[config.mk]
export PLATFORM = sky130hd
export DESIGN_NAME = cartridge_bank_controller_top
export DESIGN_NICKNAME = d
export VERILOG_FILES = /design/src/rtl/cbc_pkg.sv /design/src/rtl/cbc_xlate.sv /design/src/rtl/cartridge_bank_controller_top.sv
export SDC_FILE = /design/constraint.sdc
export NUM_CORES = 1
export LEC_CHECK = 0
export BUFFER_PORTS_ARGS = -buffer_cell sky130_fd_sc_hd__buf_4
export CAP_MARGIN = 5
export CORE_MARGIN = 4
export CORE_UTILIZATION = 40
export DETAILED_ROUTE_END_ITERATION = 8
export SLEW_MARGIN = 40
export SYNTH_ARGS = -nofsm -noshare
export SYNTH_HDL_FRONTEND = slang
export SYNTH_HIERARCHICAL = 1
export SYNTH_SLANG_ARGS = --single-unit
[constraint.sdc]
create_clock -name clk -period 2.81 [get_ports clk]
set_input_delay 0.562 -clock clk [delete_from_list [all_inputs] [get_ports clk]]
set_output_delay 0.562 -clock clk [all_outputs]
set_load 0.05 [all_outputs]
[src/rtl/cbc_pkg.sv]
// cbc_pkg: shared types, codes and helpers for the cartridge bank controller
// no dependencies; used by cbc_xlate and cartridge_bank_controller_top
package cbc_pkg;

  // result codes of one bus request
  typedef enum logic [2:0] {
    ACC_NONE   = 3'd0,
    ACC_ROM    = 3'd1,
    ACC_RAM_RD = 3'd2,
    ACC_RAM_WR = 3'd3,
    ACC_CLK_RD = 3'd4,
    ACC_REG    = 3'd5
  } acc_t;

  // cartridge types
  localparam logic [2:0] CART_ROM  = 3'd0;
  localparam logic [2:0] CART_MBC1 = 3'd1;
  localparam logic [2:0] CART_MBC2 = 3'd2;
  localparam logic [2:0] CART_MBC3 = 3'd3;
  localparam logic [2:0] CART_MBC5 = 3'd4;

  // bus operation
  localparam logic OP_READ  = 1'b0;
  localparam logic OP_WRITE = 1'b1;

  // ram size header codes
  localparam logic [2:0] RAM_NONE  = 3'd0;
  localparam logic [2:0] RAM_2K    = 3'd1;
  localparam logic [2:0] RAM_8K    = 3'd2;
  localparam logic [2:0] RAM_32K   = 3'd3;
  localparam logic [2:0] RAM_128K  = 3'd4;
  localparam logic [2:0] RAM_64K   = 3'd5;

  // clock register select codes
  localparam logic [7:0] CLK_SEC      = 8'h08;
  localparam logic [7:0] CLK_MIN      = 8'h09;
  localparam logic [7:0] CLK_HOUR     = 8'h0A;
  localparam logic [7:0] CLK_DAY_LOW  = 8'h0B;
  localparam logic [7:0] CLK_DAY_HIGH = 8'h0C;
  localparam logic [7:0] CLK_NONE     = 8'hFF;
  localparam logic [7:0] RAM_BANK_MAX = 8'h07;

  // configuration register indexes
  localparam logic [1:0] CFG_CART_TYPE = 2'd0;
  localparam logic [1:0] CFG_ROM_SIZE  = 2'd1;
  localparam logic [1:0] CFG_RAM_SIZE  = 2'd2;

  localparam logic [9:0] MAX_ROM_BANKS = 10'd512;
  localparam logic [3:0] RAM_ENABLE_KEY = 4'hA;

  typedef struct packed {
    logic [2:0] cart_type;
    logic [9:0] rom_size_banks;
    logic [2:0] ram_size_code;
  } cbc_cfg_t;

  typedef struct packed {
    logic [7:0] rom_bank_low;
    logic       rom_bank_high;
    logic [3:0] ram_bank;
    logic       ram_enable;
    logic       banking_mode;
    logic [7:0] clock_select;
    logic       latch_armed;
    logic [5:0] clock_seconds;
    logic [5:0] clock_minutes;
    logic [4:0] clock_hours;
    logic [7:0] clock_day_low;
    logic [7:0] clock_day_high;
  } cbc_state_t;

  typedef struct packed {
    logic        operation;
    logic [15:0] address;
    logic [7:0]  write_data;
  } cbc_req_t;

  typedef struct packed {
    acc_t        access;
    logic [22:0] phys_addr;
    logic [7:0]  data;
    logic        force_high_nibble;
  } cbc_res_t;

  localparam cbc_state_t STATE_RESET = '{
    rom_bank_low:   8'd1,
    rom_bank_high:  1'b0,
    ram_bank:       4'd0,
    ram_enable:     1'b0,
    banking_mode:   1'b0,
    clock_select:   CLK_NONE,
    latch_armed:    1'b0,
    clock_seconds:  6'd0,
    clock_minutes:  6'd0,
    clock_hours:    5'd0,
    clock_day_low:  8'd0,
    clock_day_high: 8'd0
  };

  // ram size in bytes for a header code
  function automatic logic [17:0] ram_limit(input logic [2:0] code);
    logic [17:0] lim;
    case (code)
      RAM_2K:   lim = 18'h00800;
      RAM_8K:   lim = 18'h02000;
      RAM_32K:  lim = 18'h08000;
      RAM_128K: lim = 18'h20000;
      RAM_64K:  lim = 18'h10000;
      default:  lim = 18'h00000;
    endcase
    return lim;
  endfunction

endpackage

[src/rtl/cbc_xlate.sv]
// cbc_xlate: decode of one bus request into a result and the next bank state
// depends on cbc_pkg
module cbc_xlate (
  input  cbc_pkg::cbc_cfg_t   cfg,
  input  cbc_pkg::cbc_state_t st,
  input  cbc_pkg::cbc_req_t   req,
  output cbc_pkg::cbc_state_t st_nxt,
  output cbc_pkg::cbc_res_t   res
);

  logic        wr;
  logic [15:0] a;
  logic [7:0]  v;
  logic [8:0]  rom_bank;
  logic [9:0]  rom_lim;
  logic [3:0]  ram_bank_sel;
  logic [16:0] ram_phys;
  logic        clk_mapped;
  logic        known_type;

  assign wr = (req.operation == cbc_pkg::OP_WRITE);
  assign a  = req.address;
  assign v  = req.write_data;

  assign known_type = (cfg.cart_type != cbc_pkg::CART_ROM) &&
                      (cfg.cart_type <= cbc_pkg::CART_MBC5);
  assign clk_mapped = (cfg.cart_type == cbc_pkg::CART_MBC3) && st.ram_enable &&
                      (st.clock_select >= cbc_pkg::CLK_SEC) &&
                      (st.clock_select <= cbc_pkg::CLK_DAY_HIGH);
  assign rom_lim = (cfg.rom_size_banks > cbc_pkg::MAX_ROM_BANKS) ?
                   cbc_pkg::MAX_ROM_BANKS : cfg.rom_size_banks;

  // rom bank for the addressed window
  always_comb begin
    rom_bank = 9'd1;
    if (!a[14]) begin
      rom_bank = (cfg.cart_type == cbc_pkg::CART_MBC1 && st.banking_mode) ?
                 {2'b00, st.ram_bank[1:0], 5'd0} : 9'd0;
    end else begin
      case (cfg.cart_type)
        cbc_pkg::CART_MBC1: begin
          rom_bank = {2'b00, st.ram_bank[1:0], st.rom_bank_low[4:1],
                      st.rom_bank_low[0] | (st.rom_bank_low[4:0] == 5'd0)};
        end
        cbc_pkg::CART_MBC2: begin
          rom_bank = {5'd0, st.rom_bank_low[3:1],
                      st.rom_bank_low[0] | (st.rom_bank_low[3:0] == 4'd0)};
        end
        cbc_pkg::CART_MBC3: begin
          rom_bank = {2'b00, st.rom_bank_low[6:1],
                      st.rom_bank_low[0] | (st.rom_bank_low[6:0] == 7'd0)};
        end
        cbc_pkg::CART_MBC5: begin
          rom_bank = {st.rom_bank_high, st.rom_bank_low};
        end
        default: rom_bank = 9'd1;
      endcase
    end
  end

  // external ram bank and byte address
  always_comb begin
    ram_bank_sel = st.ram_bank;
    if (cfg.cart_type == cbc_pkg::CART_MBC1) begin
      ram_bank_sel = st.banking_mode ? {2'b00, st.ram_bank[1:0]} : 4'd0;
    end
  end
  assign ram_phys = {ram_bank_sel, a[12:0]};

  always_comb begin
    st_nxt = st;
    res.access = cbc_pkg::ACC_NONE;
    res.phys_addr = 23'd0;
    res.data = 8'd0;
    res.force_high_nibble = 1'b0;
    if (!a[15]) begin
      if (wr) begin
        // mapper register writes
        res.access = cbc_pkg::ACC_REG;
        case (cfg.cart_type)
          cbc_pkg::CART_MBC1: begin
            case (a[14:13])
              2'd0: st_nxt.ram_enable = (v[3:0] == cbc_pkg::RAM_ENABLE_KEY);
              2'd1: st_nxt.rom_bank_low = {3'd0, v[4:1], v[0] | (v[4:0] == 5'd0)};
              2'd2: st_nxt.ram_bank = {2'b00, v[1:0]};
              default: st_nxt.banking_mode = v[0];
            endcase
          end
          cbc_pkg::CART_MBC2: begin
            if (a[14]) begin
              res.access = cbc_pkg::ACC_NONE;
            end else if (a[8]) begin
              st_nxt.rom_bank_low = {4'd0, v[3:1], v[0] | (v[3:0] == 4'd0)};
            end else begin
              st_nxt.ram_enable = (v[3:0] == cbc_pkg::RAM_ENABLE_KEY);
            end
          end
          cbc_pkg::CART_MBC3: begin
            case (a[14:13])
              2'd0: st_nxt.ram_enable = (v[3:0] == cbc_pkg::RAM_ENABLE_KEY);
              2'd1: st_nxt.rom_bank_low = {1'b0, v[6:1], v[0] | (v[6:0] == 7'd0)};
              2'd2: begin
                if (v <= cbc_pkg::RAM_BANK_MAX) begin
                  st_nxt.ram_bank = v[3:0];
                  st_nxt.clock_select = cbc_pkg::CLK_NONE;
                end else if (v <= cbc_pkg::CLK_DAY_HIGH) begin
                  st_nxt.clock_select = v;
                end
              end
              default: begin
                // latch sequence only arms and disarms
                if (v == 8'd0) begin
                  st_nxt.latch_armed = 1'b1;
                end else if (v == 8'd1) begin
                  st_nxt.latch_armed = 1'b0;
                end
              end
            endcase
          end
          cbc_pkg::CART_MBC5: begin
            case (a[14:13])
              2'd0: st_nxt.ram_enable = (v[3:0] == cbc_pkg::RAM_ENABLE_KEY);
              2'd1: begin
                if (a[12]) begin
                  st_nxt.rom_bank_high = v[0];
                end else begin
                  st_nxt.rom_bank_low = v;
                end
              end
              2'd2: st_nxt.ram_bank = v[3:0];
              default: res.access = cbc_pkg::ACC_NONE;
            endcase
          end
          default: res.access = cbc_pkg::ACC_NONE;
        endcase
      end else if ({1'b0, rom_bank} < rom_lim) begin
        res.access = cbc_pkg::ACC_ROM;
        res.phys_addr = {rom_bank, a[13:0]};
      end
    end else if (a[15:13] == 3'b101) begin
      if (clk_mapped) begin
        if (wr) begin
          res.access = cbc_pkg::ACC_REG;
          case (st.clock_select)
            cbc_pkg::CLK_SEC: begin
              st_nxt.clock_seconds = v[5:0];
              res.data = {2'b00, v[5:0]};
            end
            cbc_pkg::CLK_MIN: begin
              st_nxt.clock_minutes = v[5:0];
              res.data = {2'b00, v[5:0]};
            end
            cbc_pkg::CLK_HOUR: begin
              st_nxt.clock_hours = v[4:0];
              res.data = {3'b000, v[4:0]};
            end
            cbc_pkg::CLK_DAY_LOW: begin
              st_nxt.clock_day_low = v;
              res.data = v;
            end
            default: begin
              st_nxt.clock_day_high = v & 8'hC1;
              res.data = v & 8'hC1;
            end
          endcase
        end else begin
          res.access = cbc_pkg::ACC_CLK_RD;
          case (st.clock_select)
            cbc_pkg::CLK_SEC:     res.data = {2'b00, st.clock_seconds};
            cbc_pkg::CLK_MIN:     res.data = {2'b00, st.clock_minutes};
            cbc_pkg::CLK_HOUR:    res.data = {3'b000, st.clock_hours};
            cbc_pkg::CLK_DAY_LOW: res.data = st.clock_day_low;
            default:              res.data = st.clock_day_high;
          endcase
        end
      end else if (st.ram_enable && cfg.cart_type == cbc_pkg::CART_MBC2) begin
        // 512 nibble ram, high nibble reads back as ones
        res.phys_addr = {14'd0, a[8:0]};
        if (wr) begin
          res.access = cbc_pkg::ACC_RAM_WR;
          res.data = {4'd0, v[3:0]};
        end else begin
          res.access = cbc_pkg::ACC_RAM_RD;
          res.force_high_nibble = 1'b1;
        end
      end else if (st.ram_enable && known_type &&
                   ({1'b0, ram_phys} < cbc_pkg::ram_limit(cfg.ram_size_code))) begin
        res.phys_addr = {6'd0, ram_phys};
        if (wr) begin
          res.access = cbc_pkg::ACC_RAM_WR;
          res.data = v;
        end else begin
          res.access = cbc_pkg::ACC_RAM_RD;
        end
      end
    end
  end

endmodule

[src/rtl/cartridge_bank_controller_top.sv]
// cartridge_bank_controller_top: bus request register, decode and result register
// depends on cbc_pkg and cbc_xlate
//
// usage
// - in_* channel: one cpu bus request per accept (valid and ready both high),
//   operation 0 read / 1 write, 16 bit address, write byte
// - out_* channel: exactly one result per request, in request order:
//   access code, physical rom/ram byte address, data byte, nibble force flag
// - cfg_*: write enable, register index (0 cart type, 1 rom banks, 2 ram size
//   code) and data; write only while no request is in flight (not enforced)
// - a request moves from the request register to the result register when
//   that is free (two register stages: request register, result register)
// - throughput: one request per cycle while out_ready is high; the mapper
//   registers are updated in the same cycle the result is registered, so the
//   next request already sees them
// - when out_ready is low the result register holds, the request register
//   still takes one more request, then in_ready drops
// - reset (rst_n low, synchronous): both stages empty, rom bank 1, clock
//   select none, all other mapper state cleared, rom only type, 2 rom banks,
//   no ram
module cartridge_bank_controller_top (
  input  logic        clk,
  input  logic        rst_n,
  // bus request channel
  input  logic        in_valid,
  output logic        in_ready,
  input  logic        in_operation,
  input  logic [15:0] in_address,
  input  logic [7:0]  in_write_data,
  // result channel
  output logic        out_valid,
  input  logic        out_ready,
  output logic [2:0]  out_access,
  output logic [22:0] out_phys_addr,
  output logic [7:0]  out_data,
  output logic        out_force_high_nibble,
  // configuration
  input  logic        cfg_we,
  input  logic [1:0]  cfg_index,
  input  logic [9:0]  cfg_data
);

  cbc_pkg::cbc_cfg_t   cfg_r;
  cbc_pkg::cbc_state_t st_r;
  cbc_pkg::cbc_state_t st_nxt;
  cbc_pkg::cbc_req_t   req_r;
  cbc_pkg::cbc_res_t   res_nxt;
  cbc_pkg::cbc_res_t   res_r;
  logic                req_valid_r;
  logic                out_valid_r;
  logic                advance;

  // request moves to the result register when that register is free or drained
  assign advance  = req_valid_r && (!out_valid_r || out_ready);
  assign in_ready = !req_valid_r || advance;

  // configuration registers
  always_ff @(posedge clk) begin
    if (!rst_n) begin
      cfg_r.cart_type      <= cbc_pkg::CART_ROM;
      cfg_r.rom_size_banks <= 10'd2;
      cfg_r.ram_size_code  <= cbc_pkg::RAM_NONE;
    end else if (cfg_we) begin
      case (cfg_index)
        cbc_pkg::CFG_CART_TYPE: cfg_r.cart_type      <= cfg_data[2:0];
        cbc_pkg::CFG_ROM_SIZE:  cfg_r.rom_size_banks <= cfg_data;
        cbc_pkg::CFG_RAM_SIZE:  cfg_r.ram_size_code  <= cfg_data[2:0];
        default: ;
      endcase
    end
  end

  // request register
  always_ff @(posedge clk) begin
    if (!rst_n) begin
      req_valid_r <= 1'b0;
    end else if (in_ready) begin
      req_valid_r <= in_valid;
    end
  end

  always_ff @(posedge clk) begin
    if (in_ready && in_valid) begin
      req_r.operation  <= in_operation;
      req_r.address    <= in_address;
      req_r.write_data <= in_write_data;
    end
  end

  cbc_xlate u_xlate (
    .cfg    (cfg_r),
    .st     (st_r),
    .req    (req_r),
    .st_nxt (st_nxt),
    .res    (res_nxt)
  );

  // mapper state commits together with the result
  always_ff @(posedge clk) begin
    if (!rst_n) begin
      st_r <= cbc_pkg::STATE_RESET;
    end else if (advance) begin
      st_r <= st_nxt;
    end
  end

  // result register
  always_ff @(posedge clk) begin
    if (!rst_n) begin
      out_valid_r <= 1'b0;
    end else if (advance) begin
      out_valid_r <= 1'b1;
    end else if (out_ready) begin
      out_valid_r <= 1'b0;
    end
  end

  always_ff @(posedge clk) begin
    if (advance) begin
      res_r <= res_nxt;
    end
  end

  assign out_valid             = out_valid_r;
  assign out_access            = res_r.access;
  assign out_phys_addr         = res_r.phys_addr;
  assign out_data              = res_r.data;
  assign out_force_high_nibble = res_r.force_high_nibble;

endmodule
; After elaboration in Yosys (flattened, before gate mapping)
; Cells that the tools add are included.
[totals]
regBits = 129
input_bits = 42
out_inout_bits = 37
word_cells = 177
[classes]
n_lt_le_gt_ge = 8
eq_ne = 31
mux = 55
bitwise = 11
n_reduce_logical = 49
[op_table]
columns = op, count
row1 = $pmux W18 S5, 1
row2 = $mux W8, 10
row3 = $mux W18, 4
row4 = $pmux W8 S4, 2
row5 = $mux W23, 2
row6 = $reduce_and A6 Y1, 7
row7 = $pmux W9 S4, 1
row8 = $mux W35, 1
row9 = $mux W34, 1
row10 = $mux W33, 1
row11 = $eq A8 B4 Y1 const B, 4
row12 = $mux W26, 1
row13 = $mux W24, 1
row14 = $mux W4, 6
row15 = $pmux W8 S3, 1
row16 = $ne A2 B2 Y1 const B, 11
row17 = $lt A17 B18 Y1, 1
row18 = $mux W9, 2
row19 = $le A8 B4 Y1 const B, 2
row20 = $logic_not A7 Y1, 2
row21 = $eq A3 B2 Y1 const B, 4
row22 = $eq A3 B3 Y1 const B, 4
row23 = $mux W3, 4
row24 = $pmux W4 S3, 1
row25 = 35 further kinds, 80

; Longest topological paths before layout
; Gate-level depths: netlist of run 1.
[depth]
ltp_word = 14
mapped_depth = 14
ltp_nobuf = 12

; By module
; The synthesis of run 1 kept the hierarchy.
[by_module_without_submodules]
columns = module, instances, cells_each, area_each_um2, seq_area_each_um2
row1 = cartridge_bank_controller_top, 1, 383, 4734.5, 3303.2
row2 = cbc_xlate, 1, 358, 2438.6, 0.0

; Worst setup path after synthesis of run 1
; Ideal clock, no wire load.
[synth_timing]
path_kind = register -> register
from = register cfg_r[15] in the netlist's numbering
to = register res_r, in the netlist out_phys_addr[4] (data pin)
setup_time_ps = 273
arrival_ps = 2689
required_time_ps = 2537
slack_ps = -151
stages_incl_launch_ff = 14
path_buffers = 2
synth_period_minus_slack_ps = 2961
path_cell_list = dfxtp_1 > clkbuf_1 > or3_1 > and3_1 > a21boi_0 > a22oi_1 > nor2_1 > ha_1 > nand4b_1 > nor3_1 > o311ai_0 > nand4_1 > clkbuf_1 > a21boi_0
[synth_lines]
columns = item, line_no
row1 = "start, declared", cartridge_bank_controller_top.sv:43  ; cbc_pkg::cbc_cfg_t cfg_r;
row2 = "end signal, assigned", cartridge_bank_controller_top.sv:120  ; res_r <= res_nxt;
row3 = "end, declared", cartridge_bank_controller_top.sv:48  ; cbc_pkg::cbc_res_t res_r;

==> results by group, run 1 <==
Clocking
  – Worst skew pair latency: 0.42 ns
  – Max clock buf depth: 2
  – CTS Hold Bufs: 0
  – Sink Count: 134
  – CTS tree: done
  – Clk slew on worst S/H paths: 0.06 ns
  – CTS Root Cell: clkbuf_16
  – Total CTS buffers: 17
  – H-tree depth: 4

Setup path
  – Critical Path Sink Type: flop
  – Req. time, crit path: 2.96 ns
  – Crit-path cells: or3_4 -> and3_4 -> a21boi_1 -> a22oi_1 -> nor2_1 -> ha_1 -> nand4b_1 -> nor3_2 -> o311ai_1 -> nand4_1 -> buf_12 -> o211ai_1
  – WP data arrival: 3.00 ns
  – CP Class: flop to flop
  – CP startpoint kind: flop
  – Slowest stage delay, CP: 0.37 ns
  – Crit path max fanout: 24
  – Slowest-stage cell, CP: or3_4

Timing
  – Max transition margin: 54.4%
  – Endpoints failing setup: 16
  – Worst-Margin Slew: 0.685 ns
  – Period minus WS final: 2.85 ns
  – Fmax: 0.351 GHz
  – Final Hold Fails: 0
  – Final WS setup: -0.0368 ns
  – Period utilization: 101%
  – Final Max Slew Viols: 0
  – RSZ-0062 raised after global routing: true
  – Worst Skew: 0.00735 ns

Place
  – Port bufs: 78
  – Placed instance count: 1044
  – Gpl congestion: 0.924
  – Post-detail-place hpwl: 14.0 mm
  – Post-DP Area: 8230 um2

Global routing
  – Initial antenna violation count: 0
  – Gr usage total: 19.2%
  – Remaining Overflow, GRT: 0
  – Number of global-route vias before repair: 5867
  – First-pass GRT wire length: 30.4 mm
  – Pin count of the biggest net entering global routing: 70

Floorplanning
  – Die Ht: 141 um
  – DIE AREA: 20000 um2
  – I/O pins: 79
  – Initial core utilization: 41.0%
  – Die W: 141 um
  – Cell row count: 48
  – Core outline area: 17400 um2

Synthesis
  – Synthesized area: 7110 um2
  – Yosys Warn Count: 6
  – Cells after synthesis: 733
  – Syn Nets: 787
  – Synth Area per Inst: 9.70 um2

Run
  – Max Cap Viol: 0

Layout
  – Most common cell after layout, fill and taps aside: nand2_1
  – Layout cells sized above 1: 27.1%
  – Final Net Count: 894
  – Number of diodes: 0
  – Post-Layout Cell Count: 1078
  – Design Area, Final: 8860 um2
  – Commonest non-fill, non-tap cells in the layout: 156 x nand2_1, 131 x buf_4, 73 x dfxtp_1
  – P&R area growth vs syn: 24.6%
  – # fillers: 1574

Routing
  – Via total after detailed routing: 5984
  – Vias/cell: 5.55
  – WL final: 19.1 mm
  – WL/cell: 17.7 um
  – Initial DRC count: 316
  – Drt drc: 0
  – DRT antenna net count: 0
  – 1st-pass router iterations: 5

Min path
  – Worst Hold Class: primary input to flop

Pwr
  – Net Sw Frac: 25.2%
  – Int Pwr: 3.59 mW
  – Clock share of power: 45.2%
  – Lkg Pwr: 3.48 nW
  – Register share of total power: 44.9%
  – Peak VDD IR: 0.399 mV
  – Power share of the combinational group: 9.9%
  – Pwr dens: 542 nW/um2
  – Sw Pwr: 1.21 mW

Outcome
  – Status: finished, violations left
  – Violated checks: negative setup slack
[final timing paths]
path / from / to / slack (ns) / cells after the start
setup / recovery: cfg_r[13] / out_access[0] / -0.04 / 12
hold / removal: in_operation / req_r[24] / 0.31 / 1
setup reg to reg: cfg_r[13] / out_access[0] / -0.04 / 12
hold reg to reg: st_r[3] / st_r[3] / 0.47 / 2
[sequential cells by signal (all words and copies together) (netlist names)]
register               count
out_force_high_nibble      1
cfg_r                     16
out_valid                  1
out_access                 3
st_r                      56
out_phys_addr             23
out_data                   8
req_valid_r                1
req_r                     25
[what timing repair did]
action | 4_1_cts | 5_1_grt
pin swaps | 2 | 1
setup endpoints to repair | 24 | 32
resized for setup | 3 | 9
setup buffers | 2 | 0
[layout make-up]
class                   instances  area (um2)  share of cell area (%)
repair buffers                135        1060                    12.0
clock buffers                  17         425                    4.80
clock inverters                15         153                    1.72
inverters                      22        82.6                   0.932
multi-input cells             530        3570                    40.3
well taps                     225         282                    3.18
flip-flops and latches        134        3280                    37.1
[per-layer routing]
metal,GRT usage [%],share of wire [%]
met5,0,0
met4,7.34,2.2
met3,4.75,5.9
met2,31.1,48
met1,24.8,44
[stage by stage]
| stage | worst slack (ns) | utilization [%] | hold slack, ns | power (mW) | TNS (ns) |
|---|---|---|---|---|---|
| 2_1_floorplan | 0.0112 | - | 0.438 | 2.48 | 0 |
| 3_3_place_gp | 0.0773 | 47.4 | 0.450 | 2.66 | 0 |
| 3_5_place_dp | -0.123 | 47.4 | 0.463 | 2.67 | -2.19 |
| 4_1_cts | -0.0188 | 50.9 | 0.293 | 4.85 | -0.0697 |
| 5_1_grt | -0.160 | 51.0 | 0.294 | 4.98 | -3.01 |
| 6_report | -0.0368 | 51.0 | 0.312 | 4.80 | -0.224 |
[power by group through the flow]
stage,Combinational (mW),Sequential [mW],Clock (mW)
finish,0.474,2.16,2.17
global placement,0.460,2.20,0
detailed placement,0.469,2.20,0
CTS,0.472,2.16,2.22
floorplan,0.227,2.25,0
global route,0.511,2.16,2.31
[worst max-delay path, delay by kind of cell, from the launching register on]
family / cells / cell delay [ns]
compound gates: 4 / 0.59
fa+ha+maj: 1 / 0.29
buf+inv: 1 / 0.18
flops: 1 / 0.34
simple gates: 6 / 1.16
(Power assumes the default switching activity.)
==> inputs of run 2 (changes only) <==
Settings changed: CORE_UTILIZATION 40 to 30, GPL_ROUTABILITY_DRIVEN from default to 1.
==> run 2 against run 1 <==
  * Combinational power increased by 4.4%
  * Final cell count rose by 9.4%
  * Sequential share of layout area down 1.2 points
  * Via count down 2.9%
  * Critical path type unchanged
  * Die area up 31%
  * The flow still finishes with violations (negative setup slack)
  * Critical endpoint is now out_phys_addr[13]
==> results by group, run 2 (synthesized netlist as in run 1, its figures left out) <==
Outcome
  – Status: finished, violations left
  – Violated checks: negative setup slack

Pwr
  – Lkg Pwr: 3.56 nW (+2.4%)
  – Peak VDD IR: 0.395 mV (-1.1%)
  – Pwr dens: 535 nW/um2 (-1.2%)

Routing
  – WL final: 19.2 mm (+0.38%)
  – Via total after detailed routing: 5808 (-2.9%)
  – Vias/cell: 4.93 (-11%)
  – Initial DRC count: 384 (+22%)
  – WL/cell: 16.3 um (-8.2%)
  – DRT antenna net count: 0 (unchanged)
  – Drt drc: 0 (unchanged)
  – 1st-pass router iterations: 5 (unchanged)

Setup path
  – Req. time, crit path: 2.97 ns (about the same)
  – Slowest stage delay, CP: 0.36 ns (about the same)
  – Buf+Inv Stages, Crit Path: 2 (+1)
  – Critical Path Sink Type: flop
  – CP startpoint kind: flop
  – Crit-path cells: or3_4 -> and3_4 -> a21boi_4 -> a22oi_2 -> nor2_1 -> ha_1 -> nand4_1 -> nor3_2 -> o311ai_1 -> nand4_1 -> buf_6 -> clkbuf_16 -> o22ai_1
  – Most frequent CP cell: nand4_1
  – CP Class: flop to flop
  – Kind of cell adding the most delay to the critical path: simple AND/OR/NAND/NOR gates
  – Crit path max fanout: 6 (-75%)
  – Slowest-stage cell, CP: dfxtp_4
  – WP data arrival: 2.99 ns (about the same)

Layout
  – Final Net Count: 901 (+0.78%)
  – Layout cells sized above 1: 29.5% (+2.5 points)
  – Most common cell after layout, fill and taps aside: nand2_1
  – Number of diodes: 0 (unchanged)
  – Max reg flops: 56 (unchanged)
  – Biggest register: st_r
  – P&R area growth vs syn: 28.9%
  – Design Area, Final: 9170 um2 (+3.5%)
  – Commonest non-fill, non-tap cells in the layout: 156 x nand2_1, 135 x buf_4, 73 x dfxtp_1

Floorplanning
  – Core outline area: 23400 um2 (+35%)
  – I/O pins: 79 (unchanged)
  – Cell row count: 56 (+17%)
  – Die W: 162 um (+15%)
  – DIE AREA: 26200 um2 (+31%)
  – Die Ht: 162 um (+15%)
  – Initial core utilization: 30.4% (-11 points)

Global routing
  – Remaining Overflow, GRT: 0 (unchanged)
  – Initial antenna violation count: 0 (unchanged)
  – First-pass GRT wire length: 30.2 mm (-0.64%)
  – Gr usage total: 14.5% (-4.7 points)
  – Number of global-route vias before repair: 5585 (-4.8%)
  – Pin count of the biggest net entering global routing: 44 (-37%)

Run
  – Max Cap Viol: 0 (unchanged)

Place
  – Post-detail-place hpwl: 13.5 mm (-3.2%)
  – Port bufs: 78 (unchanged)
  – Gpl congestion: 0.896 (-3.0%)
  – Post-DP Area: 8360 um2 (+1.6%)

Timing
  – Period minus WS final: 2.83 ns (-0.0148 ns)
  – RSZ-0062 raised after global routing: true
  – Worst Skew: 0.0108 ns (+0.00344 ns)
  – Max transition margin: 59.5% (+5.1 points)
  – Fmax: 0.353 GHz (+0.52%)
  – Setup TNS Final: -0.0408 ns (+0.183 ns)
  – Endpoints failing setup: 5 (-11)
  – Period utilization: 101% (-0.53 points)
  – Final WS setup: -0.0220 ns (+0.0148 ns)
  – Final Hold Fails: 0 (unchanged)
  – Worst-Margin Slew: 0.608 ns (-0.0767 ns)
  – Final Max Slew Viols: 0 (unchanged)

Clocking
  – Sink Count: 134 (unchanged)
  – H-tree depth: 4 (unchanged)
  – Total CTS buffers: 17 (unchanged)
  – Max clock buf depth: 2 (unchanged)
  – CTS Root Cell: clkbuf_16
  – Worst skew pair latency: 0.43 ns (about the same)
  – Clk slew on worst S/H paths: 0.06 ns (about the same)
  – CTS tree: done
  – CTS Hold Bufs: 0 (unchanged)

Min path
  – Worst Hold Class: primary input to flop
[run 2: cell types whose count changed in the layout (fill, tap and decap cells not counted), sizes merged]
cell | previous run | this run
clkinvlp | 3 | 1
inv | 25 | 27
clkinv | 7 | 3
bufinv | 2 | 1
clkbuf | 17 | 24
buf | 135 | 140
[run 2: report_power, final]
part / leakage [nW] / internal [mW] / switching, mW
registers: 1.18 / 2.10 / 0.0512
clock network: 0.297 / 1.37 / 0.890
logic: 2.09 / 0.195 / 0.300
total: 3.56 / 3.66 / 1.24
[run 2: path summary, 6_finish.rpt]
check / end / cells past startpoint / slack (ns) / startpoint
max: out_phys_addr[13] / 13 / -0.02 / cfg_r[13]
min: req_r[9] / 1 / 0.31 / in_address[1]
max reg2reg: out_phys_addr[13] / 13 / -0.02 / cfg_r[13]
min reg2reg: st_r[20] / 2 / 0.47 / st_r[20]
[run 2: final cells by class]
cell class	instances	area, um2
clock buffer	22	499
multi-input combinational	530	3640
inverter	22	82.6
tap	319	399
sequential	134	3290
clock inverter	10	108
timing repair buffer	142	1150
fill	2346	14200
[run 2: layer usage]
layer  wire length (um)  track usage (%)  vias up
li1                   -                -     2881
met1               8810             19.3     2744
met2               9170             23.3      154
met3                807             3.04       29
met4                386             5.73        0
met5                  0                0        -
[run 2: metrics by stage]
| step | util [%] | power [mW] | worst slack, ns | instances | hold WS (ns) |
|---|---|---|---|---|---|
| after detailed placement | 35.7 | 2.66 | 0.0372 | 1142 | 0.462 |
| after floorplan | - | 2.48 | 0.0112 | 733 | 0.438 |
| after global placement | 35.7 | 2.66 | 0.119 | 1142 | 0.449 |
| final | 39.2 | 4.91 | -0.0220 | 1179 | 0.309 |
| after global routing | 39.2 | 5.09 | -0.115 | 1179 | 0.285 |
| after CTS | 38.3 | 4.93 | 0.0264 | 1174 | 0.287 |
[run 2: timing repair]
| item | 4_1_cts | 5_1_grt |
|---|---|---|
| endpoints found under the setup margin | 0 | 33 |
| setup buffers | 0 | 2 |
| gates resized for setup | 0 | 43 |
==> inputs of run 3 (changes only) <==
Settings changed: CORE_UTILIZATION 30 to 54, PLACE_DENSITY from default to 0.77.
==> run 3 against run 2 <==
  * The flow still finishes with violations (negative setup slack)
  * Die area decreased by 43%
  * Global-route usage increased by 11 points
  * Sequential share of layout area increased by 0.95 points
  * Clock skew fell by 0.0010 ns
  * Critical path depth stayed put
  * Via count up 3.1%
  * Critical path type unchanged
==> results by group, run 3 (synthesized netlist as in run 1, its figures left out) <==
Layout
  – Final Net Count: 891 (-1.1%)
  – Design Area, Final: 8930 um2 (-2.6%)
  – Max reg flops: 56 (unchanged)
  – P&R area growth vs syn: 25.5%
  – Number of diodes: 0 (unchanged)
  – Layout cells sized above 1: 28.8% (-0.71 points)
  – Commonest non-fill, non-tap cells in the layout: 156 x nand2_1, 124 x buf_4, 73 x dfxtp_1
  – Most common cell after layout, fill and taps aside: nand2_1
  – Biggest register: st_r

Pwr
  – Peak VDD IR: 0.669 mV (+69%)
  – Pwr dens: 556 nW/um2 (+4.0%)
  – Total power draw: 4.97 mW (+1.3%)
  – Lkg Pwr: 3.51 nW (-1.5%)

Setup path
  – Slowest stage delay, CP: 0.37 ns (about the same)
  – R2R Setup Slk: -0.15 ns (-0.13 ns)
  – Launch point of the worst reg-to-reg path: cfg_r[13]
  – Slowest-stage cell, CP: or3_4
  – Crit path max fanout: 6 (unchanged)
  – Kind of cell adding the most delay to the critical path: simple AND/OR/NAND/NOR gates
  – CP Class: flop to flop
  – Most frequent CP cell: nand4_1
  – R2r worst-path depth: 13 (unchanged)
  – FF-to-FF End: out_phys_addr[15]
  – Buf+Inv Stages, Crit Path: 2 (unchanged)
  – WP data arrival: 3.13 ns (+0.14 ns)
  – Crit-path cells: or3_4 -> and3_4 -> a21boi_4 -> a22oi_2 -> nor2_1 -> ha_1 -> nand4_1 -> nor3_2 -> o311ai_2 -> nand4_1 -> buf_6 -> clkbuf_16 -> o22ai_2
  – Req. time, crit path: 2.97 ns (about the same)
  – CP startpoint kind: flop
  – Critical Path Sink Type: flop

Floorplanning
  – Die Ht: 123 um (-24%)
  – Die W: 123 um (-24%)
  – Initial core utilization: 55.7% (+25 points)
  – Cell row count: 41 (-27%)
  – I/O pins: 79 (unchanged)
  – DIE AREA: 15100 um2 (-43%)
  – Core outline area: 12800 um2 (-45%)

Global routing
  – Gr usage total: 25.5% (+11 points)
  – Initial antenna violation count: 0 (unchanged)
  – Pin count of the biggest net entering global routing: 75 (+70%)
  – Remaining Overflow, GRT: 0 (unchanged)
  – First-pass GRT wire length: 29.6 mm (-2.1%)
  – Number of global-route vias before repair: 5639 (+0.97%)

Clocking
  – CTS Root Cell: clkbuf_16
  – H-tree depth: 4 (unchanged)
  – CTS tree: done
  – Worst skew pair latency: 0.42 ns (about the same)
  – Sink Count: 134 (unchanged)
  – Clk slew on worst S/H paths: 0.06 ns (about the same)
  – Max clock buf depth: 2 (unchanged)
  – Total CTS buffers: 17 (unchanged)

Timing
  – Fmax: 0.337 GHz (-4.5%)
  – Worst Skew: 0.00974 ns (-0.00105 ns)
  – Final Hold Fails: 0 (unchanged)
  – Max transition margin: 57.7% (-1.8 points)
  – WHS: 0.315 ns (+0.00616 ns)
  – Final Max Slew Viols: 0 (unchanged)
  – Period minus WS final: 2.96 ns (+0.133 ns)
  – Final WS setup: -0.155 ns (-0.133 ns)
  – Worst-Margin Slew: 0.635 ns (+0.0271 ns)
  – Endpoints failing setup: 24 (+19)
  – Setup TNS Final: -2.89 ns (-2.85 ns)
  – Period utilization: 106% (+4.7 points)
  – RSZ-0062 raised after global routing: true

Min path
  – Cell count of the worst hold path: 1 (unchanged)
  – Worst Hold Class: primary input to flop
  – Hold_sp: in_write_data[6]
  – WHS Endpoint: req_r[6]

Routing
  – WL final: 19.5 mm (+1.5%)
  – WL/cell: 19.0 um (+17%)
  – Via total after detailed routing: 5989 (+3.1%)
  – DRT antenna net count: 0 (unchanged)
  – Drt drc: 0 (unchanged)
  – Vias/cell: 5.86 (+19%)
  – 1st-pass router iterations: 7 (+2)
  – Initial DRC count: 585 (+52%)

Run
  – Max Cap Viol: 0 (unchanged)

Place
  – Gpl congestion: 0.973 (+8.6%)
  – Port bufs: 78 (unchanged)
  – Post-detail-place hpwl: 13.1 mm (-2.8%)
  – Post-DP Area: 8080 um2 (-3.3%)

Outcome
  – Status: finished, violations left
  – Violated checks: negative setup slack
-- run 3: cell types whose count changed in the layout (fill, tap and decap cells not counted), sizes merged --
| cell | delta |
|---|---|
| clkinvlp | +2 |
| buf | -11 |
| clkinv | +5 |
| bufinv | +3 |
| clkdlybuf4s15 | +1 |
| inv | -5 |
| clkbuf | -5 |
-- run 3: layer usage --
metal | GRT usage (%) | wire length [um] | part of all wire [%] | vias up
li1 | - | - | - | 2867
met1 | 35.5 | 8630 | 44 | 2841
met2 | 39.4 | 9060 | 47 | 245
met3 | 5.12 | 1320 | 6.8 | 36
met4 | 9.73 | 456 | 2.3 | 0
met5 | 0 | 0 | 0 | -
-- run 3: worst max-delay path by stage --
stage          slack (ns)                end  startpoint  depth (start not counted)
6_report            -0.15  out_phys_addr[15]   cfg_r[13]                         13
3_3_place_gp         0.07      out_access[0]   cfg_r[13]                         12
5_1_grt             -0.28      out_access[0]   cfg_r[13]                         13
4_1_cts              -0.1  out_phys_addr[14]   cfg_r[13]                         12
2_1_floorplan        0.01   out_phys_addr[4]   cfg_r[15]                         13
3_5_place_dp        -0.08      out_access[0]   cfg_r[13]                         12
-- run 3: area by class of cell --
class | instances | area [um2]
inverter | 22 | 82.6
timing repair buffer | 132 | 1070
sequential | 134 | 3290
clock buffer | 17 | 425
tap | 172 | 215
clock inverter | 15 | 186
multi-input combinational | 530 | 3660
fill | 995 | 3840
-- run 3: timing repair --
item,in CTS,in global routing
resized for setup,1,42
pin swaps,1,16
setup buffers,0,4
endpoints found under the setup margin,24,32
hold buffers,0,0
cloned,0,4
-- run 3: where the power goes --
group	total [mW]	switching (mW)	internal (mW)
Sequential	2.16	0.0607	2.10
Combinational	0.491	0.298	0.193
Clock	2.32	0.846	1.47
Total	4.97	1.20	3.76
-- run 3: per-stage QoR --
stage	util, %	cells	worst slack, ns
after floorplan	-	733	0.0112
after global placement	63.2	982	0.0725
after detailed placement	63.3	982	-0.0823
after CTS	68.1	1014	-0.0950
after global routing	69.9	1022	-0.279
final	69.9	1022	-0.155
